File: config.mk
export PLATFORM = sky130hd
export DESIGN_NAME = vqh_queue
export DESIGN_NICKNAME = d
export VERILOG_FILES = /design/src/hw/rtl/vqh_pkg.sv /design/src/hw/rtl/vqh_queue.sv
export SDC_FILE = /design/constraint.sdc
export NUM_CORES = 1
export LEC_CHECK = 0
export BUFFER_PORTS_ARGS = -buffer_cell sky130_fd_sc_hd__buf_2
export CAP_MARGIN = 20
export CORE_MARGIN = 2
export CORE_UTILIZATION = 40
export DETAILED_ROUTE_END_ITERATION = 10
export GPL_TIMING_DRIVEN = 0
export PLACE_DENSITY = 0.63
export SYNTH_ARGS = -nofsm -noshare
export SYNTH_HDL_FRONTEND = slang
export SYNTH_SLANG_ARGS = --single-unit
File: constraint.sdc
create_clock -name i_clk -period 3.28 [get_ports i_clk]
set_input_delay 0.492 -clock i_clk [delete_from_list [all_inputs] [get_ports i_clk]]
set_output_delay 0.492 -clock i_clk [all_outputs]
set_load 0.05 [all_outputs]
File: src/hw/rtl/vqh_pkg.sv
// Shared types, codes and constants for the voxel quantize and histogram unit.
package vqh_pkg;

    localparam int SAMPLE_W   = 32;
    localparam int GAIN_W     = 32;
    localparam int SIZE_W     = 10;
    localparam int KIND_W     = 2;
    localparam int BIN_W      = 8;
    localparam int BINS       = 256;
    localparam int VALUE_W    = 8;
    localparam int COUNT_W    = 28;
    localparam int ADDR_W     = 27;
    localparam int PROD_W     = 64;
    localparam int CFG_IDX_W  = 3;
    localparam int CFG_DATA_W = 32;

    localparam int MAX_DIM_DEF     = 512;
    localparam int PAD_ALIGN_DEF   = 4;
    localparam int QUEUE_DEPTH_DEF = 4;

    localparam logic [COUNT_W-1:0]  COUNT_MAX       = {COUNT_W{1'b1}};
    localparam logic [VALUE_W-1:0]  VALUE_MAX       = {VALUE_W{1'b1}};
    localparam logic [SAMPLE_W-1:0] LOWER_BOUND_RST = 32'd0;
    localparam logic [GAIN_W-1:0]   GAIN_RST        = 32'd65536;
    localparam logic [SIZE_W-1:0]   SIZE_RST        = 10'd512;

    typedef enum logic [CFG_IDX_W-1:0] {
        CFG_LOWER_BOUND = 3'd0,
        CFG_GAIN        = 3'd1,
        CFG_SIZE_X      = 3'd2,
        CFG_SIZE_Y      = 3'd3,
        CFG_SIZE_Z      = 3'd4
    } t_cfg_idx;

    typedef enum logic [KIND_W-1:0] {
        KIND_SAMPLE  = 2'd0,
        KIND_BIN     = 2'd1,
        KIND_RESTART = 2'd2,
        KIND_UNUSED  = 2'd3
    } t_kind;

    typedef enum logic [2:0] {
        OP_VOXEL   = 3'd0,
        OP_BIN     = 3'd1,
        OP_CLEAR   = 3'd2,
        OP_OVERRUN = 3'd3,
        OP_NOP     = 3'd4
    } t_op;

    typedef struct packed {
        t_op                 op;
        logic                d_pos;
        logic [SAMPLE_W-1:0] diff;
        logic [BIN_W-1:0]    bin;
        logic                done;
    } t_cls;

endpackage

File: src/hw/rtl/vqh_queue.sv
// Small first-in first-out queue between the classifying front and the execution back.
module vqh_queue #(
    parameter int W     = 8,
    parameter int DEPTH = vqh_pkg::QUEUE_DEPTH_DEF
) (
    input  logic         i_clk,
    input  logic         i_rst_n,
    input  logic         i_push,
    input  logic [W-1:0] i_data,
    input  logic         i_pop,
    output logic [W-1:0] o_data,
    output logic         o_empty,
    output logic         o_full
);
    localparam int PTR_W = (DEPTH > 1) ? $clog2(DEPTH) : 1;
    localparam int CNT_W = $clog2(DEPTH + 1);

    logic [W-1:0]     r_mem [DEPTH];
    logic [PTR_W-1:0] r_wr_ptr;
    logic [PTR_W-1:0] r_rd_ptr;
    logic [CNT_W-1:0] r_count;
    logic [PTR_W-1:0] n_wr_ptr;
    logic [PTR_W-1:0] n_rd_ptr;
    logic [CNT_W-1:0] n_count;

    always_comb begin
        n_wr_ptr = r_wr_ptr;
        n_rd_ptr = r_rd_ptr;
        n_count  = r_count;
        if (i_push) begin
            n_wr_ptr = (r_wr_ptr == PTR_W'(DEPTH - 1)) ? '0 : r_wr_ptr + 1'b1;
        end
        if (i_pop) begin
            n_rd_ptr = (r_rd_ptr == PTR_W'(DEPTH - 1)) ? '0 : r_rd_ptr + 1'b1;
        end
        unique case ({i_push, i_pop})
            2'b10:   n_count = r_count + 1'b1;
            2'b01:   n_count = r_count - 1'b1;
            default: n_count = r_count;
        endcase
    end

    always_ff @(posedge i_clk) begin
        if (!i_rst_n) begin
            r_wr_ptr <= '0;
            r_rd_ptr <= '0;
            r_count  <= '0;
        end else begin
            r_wr_ptr <= n_wr_ptr;
            r_rd_ptr <= n_rd_ptr;
            r_count  <= n_count;
        end
    end

    always_ff @(posedge i_clk) begin
        if (i_push) begin
            r_mem[r_wr_ptr] <= i_data;
        end
    end

    assign o_data  = r_mem[r_rd_ptr];
    assign o_empty = (r_count == '0);
    assign o_full  = (r_count == CNT_W'(DEPTH));

`ifndef SYNTHESIS
    a_count_bound: assert property (@(posedge i_clk) disable iff (!i_rst_n)
        r_count <= CNT_W'(DEPTH))
        else $error("Queue fill count exceeds its depth.");
    a_pop_nonempty: assert property (@(posedge i_clk) disable iff (!i_rst_n)
        i_pop |-> (r_count != '0))
        else $error("Queue popped while empty.");
`endif

endmodule

== Word level (Yosys, flattened, before mapping) ==
Memory sizes are Yosys's and may differ from the RTL's. A register that Yosys moved wholly into a read port is not among the register bits.
Cells that the tools add are included.

* Output and inout port bits: 10
* Memories: 1
* Input bits: 12
* Bits in registers: 7
* Bits in writable memories: 32

{| class="wikitable"
|+ Memories
! name !! depth !! width !! read ports !! clocked after Yosys merged registers in !! write ports !! line !! text
|-
| r_mem || 4 || 8 || 1 || 1 || 1 || vqh_queue.sv:18 || <nowiki>logic [W-1:0] r_mem [DEPTH];</nowiki>
|}

* $add $sub $neg: 4
* Reductions and logical operators: 2
* Mux-type cells: 7
* Equality and inequality tests: 5

{| class="wikitable"
|+ Operator list
! kind !! number
|-
| 2-bit 2-to-1 mux || 4
|-
| 2-bit equality test, second input constant || 3
|-
| 3-bit case mux with 2 select lines || 1
|-
| 2-bit by 1-bit adder with 2-bit output, second input constant || 2
|-
| 3-bit by 1-bit adder with 3-bit output, second input constant || 1
|-
| 3-bit equality test, second input constant || 1
|-
| 3-bit zero test || 1
|-
| 3-bit by 1-bit subtractor with 3-bit output, second input constant || 1
|-
| 2-bit by 1-bit equality test with 1-bit output, second input constant || 1
|-
| 1-bit 2-to-1 mux || 2
|-
| 2-bit nonzero test || 1
|}

== Longest topological paths before layout ==
* Depth in word-level cells: 4
* Gate-level depth with buffers: 7
* Gate-level depth less buffers: 7

== Worst setup path before layout ==
OpenSTA, ideal clock, no wires.

* Kind: register to output
* Start: reg r_count[1]
* End: out o_empty
* Setup slack: 1.391 ns
* Data arrival time: 1.397 ns
* Required time: 2.788 ns
* Cell stages (with the launch flop): 2
* Path through: dfxtp_1 > nor3_1

* Cells in the longest elaborated chain, start to end: 1

{| class="wikitable"
|+ Ends and longest elaborated chain
! item !! line !! text
|-
| from (decl) || vqh_queue.sv:21 || <nowiki>logic [CNT_W-1:0] r_count;</nowiki>
|-
| from (signal assigned) || vqh_queue.sv:51 || <nowiki>r_count <= n_count;</nowiki>
|-
| 3-bit zero test || vqh_queue.sv:62 || <nowiki>assign o_empty = (r_count == '0);</nowiki>
|-
| to (decl) || vqh_queue.sv:12 || <nowiki>output logic o_empty,</nowiki>
|}

No other way between the ends.

==> results_tabular.tex <==
\begin{tabular}{lr}
\hline
Metric & Value \\
\hline
\multicolumn{2}{l}{\textbf{Run status}} \\
\quad Outcome & completed \\
\multicolumn{2}{l}{\textbf{STA}} \\
\quad Slew HR & 0.7163 \\
\quad Final Hold Fails & 0 \\
\quad Setup Viol. Count Final & 0 \\
\quad Transition time at the pin with the least slew margin & 0.4255 ns \\
\quad Min Tclk post-route & 2.008 ns \\
\quad Unrepaired setup endpoints after global routing & false \\
\quad Final max-slew violation count & 0 \\
\quad Total negative slack & 0 ns \\
\quad Worst setup skew after layout & $\sim$0.0030 ns \\
\quad Final worst-path cycle share & 0.6123 \\
\quad Fmax & 0.4979 GHz \\
\multicolumn{2}{l}{\textbf{CTS}} \\
\quad Sinks on Clock Net & a little over 40 \\
\quad CTS root buf & sky130\_fd\_sc\_hd\_\_clkbuf\_8 \\
\quad Clock latency of the later-clocked register in the worst-skew pair & 0.28 ns \\
\quad Count of buffers added by post-CTS timing repair for setup & 0 \\
\quad Maximum root-to-sink buffer count & 2 \\
\quad Resized Gates After CTS & 0 \\
\quad Hold buffer count at cts & 0 \\
\quad Number of CTS-inserted buffers & 5 \\
\quad Clock tree from TritonCTS & done \\
\quad Clock transition at the registers of the reported paths & 0.07 ns \\
\quad Max H-tree Level & 2 \\
\multicolumn{2}{l}{\textbf{Global route}} \\
\quad Global-route wire length before repair & 4022 µm \\
\quad Largest net degree at the start of global routing & 13 \\
\quad Overall overflow remaining after global route & 0 \\
\quad Total GRT Usage & 0.1314 \\
\quad Antenna violations before repair & 0 \\
\quad Vias in the first global route & roughly 800 \\
\multicolumn{2}{l}{\textbf{Die}} \\
\quad Die Y & about 68 µm \\
\quad Number of top-level design ports & 22 \\
\quad Effective utilization at floorplan & 0.4113 \\
\quad Standard-cell row count & 23 \\
\quad Die X & 67.67 µm \\
\quad Die ar. & 0.004579 mm² \\
\quad Core region area & 0.003943 mm² \\
\multicolumn{2}{l}{\textbf{Yosys}} \\
\quad Count of distinct cell types in the synthesized netlist & 22 \\
\quad Most area-consuming cells after synthesis & sky130\_fd\_sc\_hd\_\_edfxtp\_1 59\%, sky130\_fd\_sc\_hd\_\_dfxtp\_1 11\%, sky130\_fd\_sc\_hd\_\_mux4\_2 11\%, sky130\_fd\_sc\_hd\_\_ha\_1 4.6\%, sky130\_fd\_sc\_hd\_\_and2\_1 2.3\% \\
\quad Post-synthesis cell area & approximately 0.0016 mm² \\
\quad Cell accounting for the most synthesized area & sky130\_fd\_sc\_hd\_\_edfxtp\_1 \\
\quad Part of the Yosys area used for sequential elements & 0.7037 \\
\quad Post-Synthesis Net Count & roughly 110 \\
\quad Syn Area/Cell & 18.22 µm² \\
\quad Synth top area share & 0.5926 \\
\quad Synth Instances & about 90 \\
\quad Synth warnings & 0 \\
\quad Count of state elements after synthesis & slightly above 40 \\
\multicolumn{2}{l}{\textbf{Critical path}} \\
\quad Crit-path max FO & 8 \\
\quad Critical path, cell by cell & buf\_6 -> mux4\_2 -> buf\_2 \\
\quad Startpoint Class & register \\
\quad Required time worst endpoint & 2.79 ns \\
\quad Largest delay contributor family on the critical path & multiplexers \\
\quad Cell with the largest stage delay on the worst path & sky130\_fd\_sc\_hd\_\_mux4\_2 \\
\quad Startpoint-to-endpoint class of the critical path & reg2out \\
\quad Sort of element at the end of the critical path & output pin \\
\quad Delay of the slowest critical-path stage & 0.51 ns \\
\quad Data arrival at the endpoint of the critical path & 1.52 ns \\
\quad Worst Path Buf+Inv & 2 \\
\multicolumn{2}{l}{\textbf{Layout}} \\
\quad Most frequent cells in the layout & 32 x sky130\_fd\_sc\_hd\_\_edfxtp\_1, 21 x sky130\_fd\_sc\_hd\_\_buf\_2, 9 x sky130\_fd\_sc\_hd\_\_dfxtp\_1, 8 x sky130\_fd\_sc\_hd\_\_mux4\_2 \\
\quad Antenna Cells & 0 \\
\quad Final core occ & 0.4808 \\
\quad Share of post-route cells with drive strength above 1 & 0.3136 \\
\quad Layout-stage area growth over the synthesis result & 16.90\% \\
\quad Most frequent standard cell in the layout excluding fill and tap cells & sky130\_fd\_sc\_hd\_\_edfxtp\_1 \\
\quad Final non-filler cell total & around 170 \\
\quad Nets & 136 \\
\multicolumn{2}{l}{\textbf{Run}} \\
\quad Number of maximum-capacitance violations & 0 \\
\multicolumn{2}{l}{\textbf{Routing}} \\
\quad Wirelength, routed & $\sim$2400 µm \\
\quad Number of iterations in the first detailed-routing pass & 4 \\
\quad Overall via count from detail\_route & between 700 and 800 \\
\quad Final ANT Viol Nets & 0 \\
\quad Routed length per instance & approximately 14 µm \\
\quad Number of DRC markers in iteration 0 & 30 \\
\quad Post-detailed-route via-to-cell ratio & 4.756 \\
\quad Number of design rule violations left after detail routing & 0 \\
\multicolumn{2}{l}{\textbf{Power and ir drop}} \\
\quad Power per cell area & 605.0 mW/mm² \\
\quad Peak VDD IR & 0.0003214 V \\
\quad Pleak & 0.6916 nW \\
\quad Overall power after layout & about 1.1 mW \\
\multicolumn{2}{l}{\textbf{Placed design}} \\
\quad Number of port buffers & 21 \\
\quad Number of cells in the design after placement & 160 \\
\quad Post-DP HPWL & 1706 µm \\
\quad Gp weighted congestion & 0.6461 \\
\multicolumn{2}{l}{\textbf{Min path}} \\
\quad Worst Hold Class & in2reg \\
\hline
\end{tabular}
==> final cells by class <==
type,count,area [µm²]
clock buffers,6,72.57
multi-input cells,40,441.7
clock inverters,2,33.78
fillers,350,2047
plain buffers,2,16.27
repair buffers,21,105.1
flip-flops and latches,41,1141
inverters,6,22.52
well taps,50,62.56
==> registers in the layout, indices dropped and copies added (netlist names), named ones only <==
name / cells
r_rd_ptr: 2
r_mem: 32
r_wr_ptr: 2
r_count: 3
==> layer usage <==
metal	track usage	vias up	wire [µm]
li1	-	389	-
met1	0.1558	388	1030
met2	0.2071	20	1208
met3	0.05000	2	140
met4	0.06888	0	18
met5	0	-	0
==> Yosys cell counts (all sizes together) <==
| cell type | instances |
|---|---|
| a21oi | 1 |
| o21a | 1 |
| nand2 | 1 |
| and3 | 1 |
| nor2b | 4 |
| a21boi | 1 |
| fa | 1 |
| inv | 6 |
| xnor2 | 1 |
| edfxtp | 32 |
| clkbuf | 1 |
| nor3b | 2 |
| mux2i | 2 |
| and2 | 6 |
| or3 | 1 |
| xor2 | 1 |
| nor3 | 1 |
| mux4 | 8 |
| buf | 1 |
| ha | 6 |
| dfxtp | 9 |
| o21ai | 2 |
==> worst paths after layout <==
kind / cells past startpoint / start / slack, ns / end
worst min-delay path: 1 / i_data[2] / 0.42 / r_mem[0][2]
worst max register to register: 5 / r_count[0] / 1.71 / r_count[2]
worst max-delay path: 3 / register / 1.27 / o_data[6]
worst min register to register: 2 / r_count[2] / 0.52 / r_count[2]
==> worst register-to-register path: cells and delay by family, from the launching register on <==
family	cells	cell delay, ns
xor gates and xnor gates	1	0.16
AOI/OAI and AO/OA	1	0.14
DFF	1	0.37
buffers and inverters	1	0.09
adders and majority gates	1	0.44
and+or+nand+nor	1	0.30
==> logic make-up after synthesis <==
| logic type | after synthesis | synth area share |
|---|---|---|
| xor+xnor | 2 | 0.01080 |
| mux | 10 | 0.1235 |
| compound gates | 5 | 0.01852 |
| simple gates | 16 | 0.06095 |
| flops | 41 | 0.7037 |
| buf+inv | 8 | 0.02392 |
| fa+ha+maj | 7 | 0.05864 |
==> where the power goes <==
group          switching, mW  total, mW  leakage, nW  internal (mW)
Clock                  0.154      0.379       0.0528          0.224
Combinational          0.112      0.170        0.271         0.0572
Sequential            0.0114      0.599        0.368          0.587
Total                  0.278       1.15        0.692          0.869
==> metrics by stage <==
stage	area, µm²	setup slack [ns]	hold WS [ns]
global route	1896	1.175	0.4110
global placement	1789	1.314	0.4814
finish	1896	1.272	0.4212
detailed placement	1789	1.263	0.5160
floorplan	1622	1.391	0.4656
CTS	1896	1.237	0.4062
No activity file was read; power rests on OpenSTA's default activity.
