`config.mk`:
```
export PLATFORM = sky130hd
export DESIGN_NAME = vqh_front
export DESIGN_NICKNAME = d
export VERILOG_FILES = /design/src/hw/rtl/vqh_pkg.sv /design/src/hw/rtl/vqh_front.sv
export SDC_FILE = /design/constraint.sdc
export NUM_CORES = 1
export LEC_CHECK = 0
export BUFFER_PORTS_ARGS = -buffer_cell sky130_fd_sc_hd__buf_2
export CAP_MARGIN = 0
export CORE_MARGIN = 1
export CORE_UTILIZATION = 40
export CTS_CLUSTER_DIAMETER = 50
export CTS_CLUSTER_SIZE = 25
export DETAILED_ROUTE_END_ITERATION = 6
export HOLD_SLACK_MARGIN = 0.12
export PLACE_DENSITY = 0.64
export SLEW_MARGIN = 10
export SYNTH_ARGS = -nofsm -noshare
export SYNTH_HDL_FRONTEND = slang
export SYNTH_SLANG_ARGS = --single-unit
```
`constraint.sdc`:
```
create_clock -name i_clk -period 6.2 [get_ports i_clk]
set_input_delay 1.24 -clock i_clk [delete_from_list [all_inputs] [get_ports i_clk]]
set_output_delay 1.24 -clock i_clk [all_outputs]
set_load 0.01 [all_outputs]
```
`src/hw/rtl/vqh_pkg.sv`:
```
// Shared types, codes and constants for the voxel quantize and histogram unit.
package vqh_pkg;

    localparam int SAMPLE_W   = 32;
    localparam int GAIN_W     = 32;
    localparam int SIZE_W     = 10;
    localparam int KIND_W     = 2;
    localparam int BIN_W      = 8;
    localparam int BINS       = 256;
    localparam int VALUE_W    = 8;
    localparam int COUNT_W    = 28;
    localparam int ADDR_W     = 27;
    localparam int PROD_W     = 64;
    localparam int CFG_IDX_W  = 3;
    localparam int CFG_DATA_W = 32;

    localparam int MAX_DIM_DEF     = 512;
    localparam int PAD_ALIGN_DEF   = 4;
    localparam int QUEUE_DEPTH_DEF = 4;

    localparam logic [COUNT_W-1:0]  COUNT_MAX       = {COUNT_W{1'b1}};
    localparam logic [VALUE_W-1:0]  VALUE_MAX       = {VALUE_W{1'b1}};
    localparam logic [SAMPLE_W-1:0] LOWER_BOUND_RST = 32'd0;
    localparam logic [GAIN_W-1:0]   GAIN_RST        = 32'd65536;
    localparam logic [SIZE_W-1:0]   SIZE_RST        = 10'd512;

    typedef enum logic [CFG_IDX_W-1:0] {
        CFG_LOWER_BOUND = 3'd0,
        CFG_GAIN        = 3'd1,
        CFG_SIZE_X      = 3'd2,
        CFG_SIZE_Y      = 3'd3,
        CFG_SIZE_Z      = 3'd4
    } t_cfg_idx;

    typedef enum logic [KIND_W-1:0] {
        KIND_SAMPLE  = 2'd0,
        KIND_BIN     = 2'd1,
        KIND_RESTART = 2'd2,
        KIND_UNUSED  = 2'd3
    } t_kind;

    typedef enum logic [2:0] {
        OP_VOXEL   = 3'd0,
        OP_BIN     = 3'd1,
        OP_CLEAR   = 3'd2,
        OP_OVERRUN = 3'd3,
        OP_NOP     = 3'd4
    } t_op;

    typedef struct packed {
        t_op                 op;
        logic                d_pos;
        logic [SAMPLE_W-1:0] diff;
        logic [BIN_W-1:0]    bin;
        logic                done;
    } t_cls;

endpackage

```
`src/hw/rtl/vqh_front.sv`:
```
// Front part: accepts input beats, tracks the volume position and classifies each beat.
module vqh_front #(
    parameter int  MAX_DIM   = vqh_pkg::MAX_DIM_DEF,
    parameter int  PAD_ALIGN = vqh_pkg::PAD_ALIGN_DEF,
    localparam int POS_W     = $clog2(MAX_DIM),
    localparam int PAD_W     = $clog2(MAX_DIM + PAD_ALIGN)
) (
    input  logic                                 i_clk,
    input  logic                                 i_rst_n,
    input  logic                                 i_valid,
    output logic                                 o_stall,
    input  logic [vqh_pkg::KIND_W-1:0]           i_kind,
    input  logic signed [vqh_pkg::SAMPLE_W-1:0]  i_sample,
    input  logic [vqh_pkg::BIN_W-1:0]            i_bin_index,
    input  logic signed [vqh_pkg::SAMPLE_W-1:0]  i_lower_bound,
    input  logic [vqh_pkg::SIZE_W-1:0]           i_size_x,
    input  logic [vqh_pkg::SIZE_W-1:0]           i_size_y,
    input  logic [vqh_pkg::SIZE_W-1:0]           i_size_z,
    input  logic                                 i_q_full,
    output logic                                 o_push,
    output vqh_pkg::t_cls                        o_cls,
    output logic [POS_W-1:0]                     o_column,
    output logic [POS_W-1:0]                     o_row,
    output logic [POS_W-1:0]                     o_slice,
    output logic [PAD_W-1:0]                     o_px,
    output logic [PAD_W-1:0]                     o_py
);
    import vqh_pkg::*;

    localparam int DIM_W     = $clog2(MAX_DIM + 1);
    localparam int CMP_W     = (DIM_W > SIZE_W) ? DIM_W : SIZE_W;
    localparam int PAD_SH    = PAD_W + $clog2(PAD_ALIGN);
    localparam int PAD_RECIP = ((1 << PAD_SH) + PAD_ALIGN - 1) / PAD_ALIGN;

    function automatic logic [DIM_W-1:0] clamp_dim(input logic [SIZE_W-1:0] n);
        logic [CMP_W-1:0] ext;
        ext = CMP_W'(n);
        if (n == '0) begin
            return DIM_W'(1);
        end else if (ext > CMP_W'(MAX_DIM)) begin
            return DIM_W'(MAX_DIM);
        end
        return DIM_W'(n);
    endfunction

    // Rounds up to the alignment; the quotient comes from a reciprocal multiply.
    function automatic logic [PAD_W-1:0] pad_dim(input logic [DIM_W-1:0] n);
        logic [PAD_W-1:0]   up;
        logic [2*PAD_W:0]   prod;
        logic [PAD_W-1:0]   quo;
        up   = PAD_W'(n) + PAD_W'(PAD_ALIGN - 1);
        prod = up * (PAD_W + 1)'(PAD_RECIP);
        quo  = PAD_W'(prod >> PAD_SH);
        return PAD_W'(quo * PAD_W'(PAD_ALIGN));
    endfunction

    logic [POS_W-1:0] r_column;
    logic [POS_W-1:0] r_row;
    logic [POS_W-1:0] r_slice;
    logic             r_complete;
    logic [POS_W-1:0] n_column;
    logic [POS_W-1:0] n_row;
    logic [POS_W-1:0] n_slice;
    logic             n_complete;

    logic [DIM_W-1:0]    sx;
    logic [DIM_W-1:0]    sy;
    logic [DIM_W-1:0]    sz;
    logic [SAMPLE_W:0]   diff;
    logic [POS_W:0]      col_nx;
    logic [POS_W:0]      row_nx;
    logic [POS_W:0]      slice_nx;
    t_cls                cls;

    assign sx = clamp_dim(i_size_x);
    assign sy = clamp_dim(i_size_y);
    assign sz = clamp_dim(i_size_z);

    assign diff = {i_sample[SAMPLE_W-1], i_sample}
                - {i_lower_bound[SAMPLE_W-1], i_lower_bound};

    assign col_nx   = {1'b0, r_column} + 1'b1;
    assign row_nx   = {1'b0, r_row} + 1'b1;
    assign slice_nx = {1'b0, r_slice} + 1'b1;

    always_comb begin
        n_column   = r_column;
        n_row      = r_row;
        n_slice    = r_slice;
        n_complete = r_complete;
        cls.op     = OP_NOP;
        cls.d_pos  = !diff[SAMPLE_W] && (diff != '0);
        cls.diff   = diff[SAMPLE_W-1:0];
        cls.bin    = i_bin_index;
        cls.done   = 1'b0;
        unique case (t_kind'(i_kind))
            KIND_SAMPLE: begin
                if (r_complete) begin
                    cls.op = OP_OVERRUN;
                end else begin
                    cls.op = OP_VOXEL;
                    if (col_nx >= (POS_W + 1)'(sx)) begin
                        n_column = '0;
                        if (row_nx >= (POS_W + 1)'(sy)) begin
                            n_row = '0;
                            if (slice_nx >= (POS_W + 1)'(sz)) begin
                                n_slice    = '0;
                                n_complete = 1'b1;
                                cls.done   = 1'b1;
                            end else begin
                                n_slice = slice_nx[POS_W-1:0];
                            end
                        end else begin
                            n_row = row_nx[POS_W-1:0];
                        end
                    end else begin
                        n_column = col_nx[POS_W-1:0];
                    end
                end
            end
            KIND_BIN: begin
                cls.op = OP_BIN;
            end
            KIND_RESTART: begin
                cls.op     = OP_CLEAR;
                n_column   = '0;
                n_row      = '0;
                n_slice    = '0;
                n_complete = 1'b0;
            end
            KIND_UNUSED: begin
                cls.op = OP_NOP;
            end
        endcase
    end

    always_ff @(posedge i_clk) begin
        if (!i_rst_n) begin
            r_column   <= '0;
            r_row      <= '0;
            r_slice    <= '0;
            r_complete <= 1'b0;
        end else if (o_push) begin
            r_column   <= n_column;
            r_row      <= n_row;
            r_slice    <= n_slice;
            r_complete <= n_complete;
        end
    end

    assign o_stall  = i_q_full;
    assign o_push   = i_valid && !i_q_full;
    assign o_cls    = cls;
    assign o_column = r_column;
    assign o_row    = r_row;
    assign o_slice  = r_slice;
    assign o_px     = pad_dim(sx);
    assign o_py     = pad_dim(sy);

`ifndef SYNTHESIS
    a_complete_on_beat: assert property (@(posedge i_clk) disable iff (!i_rst_n)
        $rose(r_complete) |-> $past(o_push))
        else $error("Volume completion set without an accepted beat.");
`endif

endmodule

```
* After elaboration in Yosys (flattened, before gate mapping)
Cells that the tools add are included.
** Word-level totals
- Input port bits :: 108
- Memories kept :: 0
- Memory bits (writable) :: 0
- Flip-flop bits (word level) :: 28
- Word-level logic and storage cells :: 72
- Memory bits (read-only) :: 0
- Latch bits :: 0
** Operators by class
- Mux-type cells :: 36
- $add $sub $neg :: 6
- Shift-type cells :: 0
- Reductions and logical operators :: 14
- Eq/ne operators :: 6
- $mul :: 0
- Divide/modulo/power cells :: 0
- Bitwise gates (word level) :: 0
- Order comparisons :: 6
** Operator list (count)
- $mux W10 :: 9
- $mux W9 :: 9
- $pmux W9 S2 :: 3
- $reduce_bool A33 Y1 :: 1
- $sub A32 B32 Y33 :: 1
- $add A9 B1 Y10 const B :: 3
- $ge A10 B10 Y1 :: 3
- $gt A10 B10 Y1 const B :: 3
- $logic_not A10 Y1 :: 3
- $add A10 B2 Y10 const B :: 2
- $mux W1 :: 12
- $pmux W3 S4 :: 1
- $ne A2 B2 Y1 const B :: 3
- $reduce_and A5 Y1 :: 1
- $eq A2 B2 Y1 const B :: 2
- $reduce_and A4 Y1 :: 1
- $reduce_and A3 Y1 :: 1
- $eq A2 B1 Y1 const B :: 1
- $logic_and A1 B1 Y1 :: 2
- $logic_not A1 Y1 :: 2
- $logic_not A2 Y1 :: 1
- $mux W2 :: 1
- $pmux W1 S2 :: 1
- $reduce_and A2 Y1 :: 1
- $reduce_bool A2 Y1 :: 1

* Longest topological paths before layout
Gate-level depths: netlist of the first run.
- Word-level depth :: 10
- Depth in mapped cells :: 15

* Worst setup path after synthesis of the first run
No wires, ideal clock.
- Kind :: input -> output
- Start point :: input port i_size_x[5] (netlist name)
- End point :: output port o_cls[0] (netlist name)
- Arrival :: 4.061 ns
- Slack :: 0.899 ns
- Buffers on the path :: 1
- Stages :: 15
- Cells stage by stage :: or4_1 nor3_1 a21oi_1 nor2_1 ha_1 nand2b_1 a21o_1 a21o_1 a21oi_1 a22oi_1 o31ai_2 nand2_1 clkbuf_1 nand2_1 nor4b_1
** RTL lines
- from (decl) :: line vqh_front.sv:16 : input logic [vqh_pkg::SIZE_W-1:0] i_size_x,
- to (decl) :: line vqh_front.sv:21 : output vqh_pkg::t_cls o_cls,

==> impl_metrics.sql, run 1 <==
INSERT INTO impl_metrics (metric_group, metric, value, unit) VALUES
('run_status', 'run_status', 'finished clean', ''),
('detailed_routing', 'first_pass_iters', '5', ''),
('pwr', 'ir_drop', '0.105', 'mV'),
('clock_tree', 'clkLatencyLatePin', '260', 'ps'),
('detailed_routing', 'remaining_drc_errors', '0', ''),
('yosys', 'commonest_register_cell_after_synthesis', 'dfxtp_1', ''),
('clock_tree', 'clkSinkCount', '28', ''),
('die', 'start_util', '0.408', ''),
('yosys', 'main_combinational_cell_family_by_area_after_synthesis', 'simple AND/OR/NAND/NOR gates', ''),
('critical_path', 'critical_path_arrival', '4530', 'ps'),
('sta', 'worst_slew_pin_slew', '1070', 'ps'),
('yosys', 'yosysTopAreaCellShare', '0.154', ''),
('sta', 'maxClockFrequency', '0.173', 'GHz'),
('die', 'floorplan.die_area', '13300', 'um2'),
('sta', 'grt_setup_unrepaired', 'false', ''),
('placed_design', 'globalplace.congestion', '0.940', ''),
('die', 'floorplan.io_pins', '202', ''),
('sta', 'finalMaxSlewViolations', '0', ''),
('detailed_routing', 'wl_per_cell', '14.0', 'um'),
('global_routing', 'grt_first_pass_wirelength', '24.3', 'mm'),
('run', 'cap_violations', '0', ''),
('critical_path', 'reg2regPathDepth', '13', ''),
('yosys', 'post-synth-top-area-cell', 'ha_1', ''),
('yosys', 'synth.top_cells.by_area', 'ha_1 15%, dfxtp_1 11%, nand2_1 6.0%', ''),
('sta', 'slew_headroom', '0.281', ''),
('yosys', 'post_synth.cell_area_avg', '6.84', 'um2'),
('critical_path', 'timing.rr.end', 'o_slice[1]', ''),
('critical_path', 'worstSetupEndpoint', 'o_cls[41]', ''),
('placed_design', 'area_of_placed_instances', '6100', 'um2'),
('hold_path', 'hold_class', 'register to register', ''),
('sta', 'final-setup-viol-count', '0', ''),
('global_routing', 'grt_max_degree', '26', ''),
('global_routing', 'antenna_violations_before_repair', '1', ''),
('layout', 'flow.area_growth_from_synthesis', '20.6', '%'),
('yosys', 'postSynthCellCount', '751', ''),
('global_routing', 'vias_in_the_first_global_route', '5214', ''),
('yosys', 'share_of_cell_area_taken_by_muxes_after_synthesis', '0.00804', ''),
('critical_path', 'cp-startpoint', 'i_sample[0]', ''),
('clock_tree', 'maximum_count_of_clock_buffers_along_a_single_path', '2', ''),
('critical_path', 'timing_worst_setup_path_type', 'input pin to output pin', ''),
('layout', 'final_area', '6190', 'um2'),
('die', 'die_width', '115', 'um'),
('yosys', 'synth_simple_gate_area_share', '0.285', ''),
('yosys', 'synthArstFlopShare', '0', ''),
('detailed_routing', 'final_antenna_net_count', '0', ''),
('yosys', 'complex_gate_fraction_of_the_synthesized_area', '0.267', ''),
('critical_path', 'critical_path.reg2reg.startpoint', 'o_slice[2]', ''),
('placed_design', 'io_buffer_count', '181', ''),
('clock_tree', 'clock_tree_from_tritoncts', 'done', ''),
('sta', 'finalCriticalPeriod', '5770', 'ps'),
('detailed_routing', 'initialDrtViolationCount', '239', ''),
('sta', 'hold_slack', '508', 'ps'),
('hold_path', 'hold_path_depth', '2', ''),
('layout', 'finish.cell_count_without_fillers', '1079', ''),
('yosys', 'synth_area', '5130', 'um2'),
('sta', 'tns', '0', 'ps'),
('yosys', 'synth-seq-cells', '28', ''),
('layout', 'layout.filler_cells', '1311', ''),
('critical_path', 'crit_fanout', '2', ''),
('global_routing', 'grt_overflow', '0', ''),
('clock_tree', 'cts_hold_repair.buffers', '0', ''),
('detailed_routing', 'viasPerCell', '5.37', ''),
('critical_path', 'critical_path_required', '4960', 'ps'),
('yosys', 'post_synth_fa_ha_maj_area_fraction', '0.157', ''),
('layout', 'top_library_cells_by_usage_in_the_layout_fill_and_taps_aside', '181 x buf_2, 82 x nand2_1, 65 x nor2_1', ''),
('placed_design', 'post-place-cells', '1074', ''),
('die', 'core.rowCount', '41', ''),
('detailed_routing', 'via_count', '5789', ''),
('global_routing', 'groute.usage.overall', '0.220', ''),
('sta', 'post-route-period-util', '0.931', ''),
('yosys', 'synth_sequential_area_ratio', '0.109', '');
## metal layers
layer / up-vias / GRT usage / routed length [um]
met5: - / 0 / 0
met4: 0 / 0.0511 / 139
met3: 16 / 0.0111 / 646
met2: 165 / 0.386 / 7110
met1: 2604 / 0.296 / 7180
li1: 3004 / - / -
## worst max-delay path, cell delays in order
cell and delay (ps):
buf_2 70, inv_1 30, ha_1 210, fa_1 480, inv_1 40, a2111oi_0 440, o21ai_0 170, nor2_1 130
nand4b_1 120, or4_1 470, or4_1 440, nor4_1 400, a21boi_1 120, buf_2 160
## cell usage after synthesis, types with 4 or more instances
master and number:
nand2_1 82, nor2_1 65, inv_1 64, ha_1 63, a21oi_1 50, o21ai_0 39, nand3_1 31, dfxtp_1 28
xnor2_1 28, xor2_1 23, a21o_1 20, nand4_1 18, nor3_1 18, clkbuf_1 17, and3_1 15, a21boi_0 14
buf_4 13, a211oi_1 10, a31oi_1 9, and2_1 8, nand2b_1 8, nor2b_1 7, o2111ai_1 7, or2_2 7
nor4_1 6, o22ai_1 6, or3_1 6, a211o_1 5, buf_2 5, nand3b_1 5, o21a_1 5, and4_1 4
o21bai_1 4
## kinds of logic (layout without fill, tap and decap cells)
logic type | count (synthesis) | in the layout
DFF | 28 | 28
buffers and inverters | 103 | 255
AOI/OAI and AO/OA | 206 | 206
muxes | 4 | 4
and+or+nand+nor | 294 | 294
other | 1 | 5
adders and majority gates | 64 | 64
xor gates and xnor gates | 51 | 51
## final cells by class
cell class / instances / area [um2] / share of cell area
Timing Repair Buffer: 184 / 928 / 0.150
Inverter: 67 / 251 / 0.0406
Antenna cell: 1 / 2.50 / 0.000404
Sequential cell: 28 / 561 / 0.0906
Tap cell: 172 / 215 / 0.0348
Multi-Input combinational cell: 623 / 4140 / 0.669
Clock buffer: 4 / 88.8 / 0.0144
## power by group
part | leakage (nW) | internal [W] | switching [W]
Combinational | 2.79 | 0.000183 | 0.000261
Sequential | 0.226 | 0.000180 | 0.000000856
Clock | 0.0442 | 0.0000988 | 0.0000608
## per-stage QoR
step                      utilization  setup slack, ps  power [W]
final                           0.492              430   0.000785
after global routing            0.492              207   0.000843
after CTS                       0.492              442   0.000787
after detailed placement        0.485              453   0.000625
after global placement          0.485              453   0.000627
after floorplan                     -              899   0.000480
## registers in the layout, summed over array words and instances (netlist names)
register	flops
o_column	9
r_complete	1
o_row	9
o_slice	9
## worst min-delay path by stage
stage | start | endpoint | slack (ps)
floorplan | r_complete | r_complete | 480
global placement | o_column[8] | o_column[8] | 500
detailed placement | o_column[8] | o_column[8] | 490
CTS | o_column[8] | o_column[8] | 500
global route | o_column[8] | o_column[8] | 530
finish | o_column[8] | o_column[8] | 510
(Power assumes the default switching activity.)
==> run 2, diff against run 1 <==
Settings changed: BUFFER_PORTS_ARGS -buffer_cell sky130_fd_sc_hd__buf_2 to unset, DONT_BUFFER_PORTS set to 1, PLACE_DENSITY 0.64 to 0.5, SETUP_SLACK_MARGIN set to 0.05.
==> run 2 against run 1 <==
Against the previous run:
- combinational power down 20%
- setup slack better by 13 ps
- clock power about the same
- fmax up 0.23%
- largest cell class unchanged
- largest power group unchanged
==> impl_metrics.sql, run 2 (synthesis results as in run 1) <==
INSERT INTO impl_metrics (metric_group, metric, value, unit) VALUES
('layout', 'top_library_cells_by_usage_in_the_layout_fill_and_taps_aside', '82 x nand2_1, 65 x nor2_1, 64 x inv_1', ''),
('critical_path', 'path_common_cell', 'a21oi_1', ''),
('critical_path', 'cp-startpoint', 'i_sample[0]', ''),
('detailed_routing', 'viasPerCell', '5.78', ''),
('sta', 'fin_skew', '2.99', 'ps'),
('clock_tree', 'maximum_count_of_clock_buffers_along_a_single_path', '2', ''),
('pwr', 'ir_drop', '0.0762', 'mV'),
('die', 'floorplan.die_area', '13300', 'um2'),
('run_status', 'run_status', 'finished clean', ''),
('placed_design', 'dp_hpwl', '11.8', 'mm'),
('sta', 'grt_setup_unrepaired', 'false', ''),
('die', 'fp.dieH', '115', 'um'),
('run', 'cap_violations', '0', ''),
('global_routing', 'groute.usage.overall', '0.201', ''),
('detailed_routing', 'remaining_drc_errors', '0', ''),
('detailed_routing', 'routed_wl', '14.2', 'mm'),
('sta', 'slew_headroom', '0.286', ''),
('critical_path', 'start_kind', 'input pin', ''),
('sta', 'maxClockFrequency', '0.174', 'GHz'),
('critical_path', 'critical_path.reg2reg.startpoint', 'o_slice[2]', ''),
('clock_tree', 'postCtsResizedCells', '0', ''),
('critical_path', 'crit_fanout', '5', ''),
('die', 'core.rowCount', '41', ''),
('critical_path', 'critical_path_arrival', '4520', 'ps'),
('sta', 'layout_setup_ws', '444', 'ps'),
('critical_path', 'critical_path.max_stage_delay', '580', 'ps'),
('global_routing', 'vias_in_the_first_global_route', '4527', ''),
('layout', 'layout.cells.most_common', 'nand2_1', ''),
('sta', 'tns', '0', 'ps'),
('sta', 'final-setup-viol-count', '0', ''),
('hold_path', 'worstHoldStart', 'r_complete', ''),
('placed_design', 'post_placement_setup_slack', '485', 'ps'),
('sta', 'finalCriticalPeriod', '5760', 'ps'),
('clock_tree', 'htree_levels', '1', ''),
('detailed_routing', 'initialDrtViolationCount', '296', ''),
('pwr', 'pleak', '2.29', 'nW'),
('pwr', 'pwr-share-clk', '0.230', ''),
('global_routing', 'grt_first_pass_wirelength', '21.9', 'mm'),
('pwr', 'switching_share', '0.417', ''),
('clock_tree', 'clkSinkCount', '28', ''),
('critical_path', 'critical_path_required', '4960', 'ps'),
('critical_path', 'critPathSlowestCell', 'or4_1', ''),
('pwr', 'p_int', '0.000406', 'W'),
('detailed_routing', 'final_antenna_net_count', '0', ''),
('layout', 'multi_input_comb_area', '4140', 'um2'),
('detailed_routing', 'first_pass_iters', '5', ''),
('clock_tree', 'number_of_clock_buffers_inserted_by_tritoncts', '3', ''),
('detailed_routing', 'wl_per_cell', '15.8', 'um'),
('clock_tree', 'cts_setup_buffers', '0', ''),
('critical_path', 'register_to_register_setup_slack', '2750', 'ps'),
('critical_path', 'timing.critical_path.to_type', 'output pin', ''),
('global_routing', 'grt_max_degree', '26', ''),
('layout', 'flow.area_growth_from_synthesis', '2.88', '%'),
('layout', 'layout-drive-gt1-share', '0.0372', ''),
('global_routing', 'grt_overflow', '0', ''),
('pwr', 'power.switching', '0.000291', 'W'),
('placed_design', 'io_buffer_count', '0', ''),
('layout', 'design.final.nets', '898', ''),
('layout', 'seq_area', '561', 'um2'),
('clock_tree', 'cts_hold_repair.buffers', '0', ''),
('clock_tree', 'clock_tree_from_tritoncts', 'done', ''),
('sta', 'finalHoldViolCount', '0', ''),
('critical_path', 'worstPathBufferInverterCount', '1', ''),
('pwr', 'power.density', '132', 'nW/um2'),
('die', 'start_util', '0.408', ''),
('detailed_routing', 'via_count', '5188', ''),
('global_routing', 'antenna_violations_before_repair', '0', ''),
('pwr', 'share_comb_of_total_power', '0.509', ''),
('clock_tree', 'cts_root_buffer_type', 'clkbuf_16', ''),
('die', 'die_width', '115', 'um'),
('sta', 'finalMaxSlewViolations', '0', ''),
('sta', 'post-route-period-util', '0.928', ''),
('clock_tree', 'clkLatencyLatePin', '260', 'ps'),
('clock_tree', 'clk_transition_reported_paths', '70', 'ps'),
('pwr', 'share_seq_of_total_power', '0.260', ''),
('layout', 'antenna-diode-count', '0', ''),
('die', 'core_region', '12600', 'um2'),
('hold_path', 'hold_class', 'register to register', ''),
('critical_path', 'worstPathCellList', 'inv_1 -> ha_1 -> fa_1 -> nand2b_1 -> a21oi_1 -> o21ai_1 -> a31oi_1 -> a21oi_1 -> xnor2_1 -> or4_1 -> nor4_1 -> a21boi_1', ''),
('placed_design', 'globalplace.congestion', '0.887', ''),
('layout', 'layout.filler_cells', '1353', ''),
('sta', 'worst_slew_pin_slew', '1060', 'ps'),
('critical_path', 'timing_worst_setup_path_type', 'input pin to output pin', ''),
('critical_path', 'crit_family', 'compound AO/OA/AOI/OAI gates', ''),
('die', 'floorplan.io_pins', '202', '');
## run 2: final timing paths
check | endpoint | cells past startpoint
worst max-delay path | o_cls[41] | 12
worst min-delay path | r_complete | 2
worst max register to register | o_slice[0] | 12
worst min register to register | r_complete | 2
## run 2: worst register-to-register path, delay by kind of cell (launching register included)
family	cells	cell delay [ps]
and+or+nand+nor	6	1410
AOI/OAI and AO/OA	3	970
DFF	1	450
muxes	1	140
buffers and inverters	1	110
adders and majority gates	1	310
## run 2: final cells by class
cell class,instances,share of cell area
clock buffer,4,0.0168
sequential,28,0.106
timing repair buffer,3,0.00426
tap,172,0.0407
inverter,67,0.0476
multi-input combinational,623,0.784
## run 2: power by group through the flow
stage | Clock [W] | Combinational (W) | Sequential (W)
4_1_cts | 0.000166 | 0.000353 | 0.000181
2_1_floorplan | 0 | 0.000295 | 0.000185
5_1_grt | 0.000172 | 0.000394 | 0.000181
6_report | 0.000161 | 0.000355 | 0.000181
3_3_place_gp | 0 | 0.000349 | 0.000186
3_5_place_dp | 0 | 0.000351 | 0.000186
## run 2: routing by layer
metal | GRT usage | routed length (um) | vias up
met5 | 0 | 0 | -
met4 | 0.0277 | 109 | 0
met3 | 0.0337 | 971 | 15
met2 | 0.336 | 6470 | 194
met1 | 0.276 | 6660 | 2339
li1 | - | - | 2640
## run 2: through the flow
step / utilization / instance area [um2] / power [W] / instances / hold WS [ps]
final: 0.420 / 5280 / 0.000697 / 897 / 546
after global routing: 0.420 / 5280 / 0.000747 / 897 / 575
after CTS: 0.420 / 5280 / 0.000701 / 897 / 550
after detailed placement: 0.413 / 5190 / 0.000537 / 893 / 539
after global placement: 0.413 / 5190 / 0.000534 / 893 / 519
after floorplan: - / 5140 / 0.000480 / 754 / 481
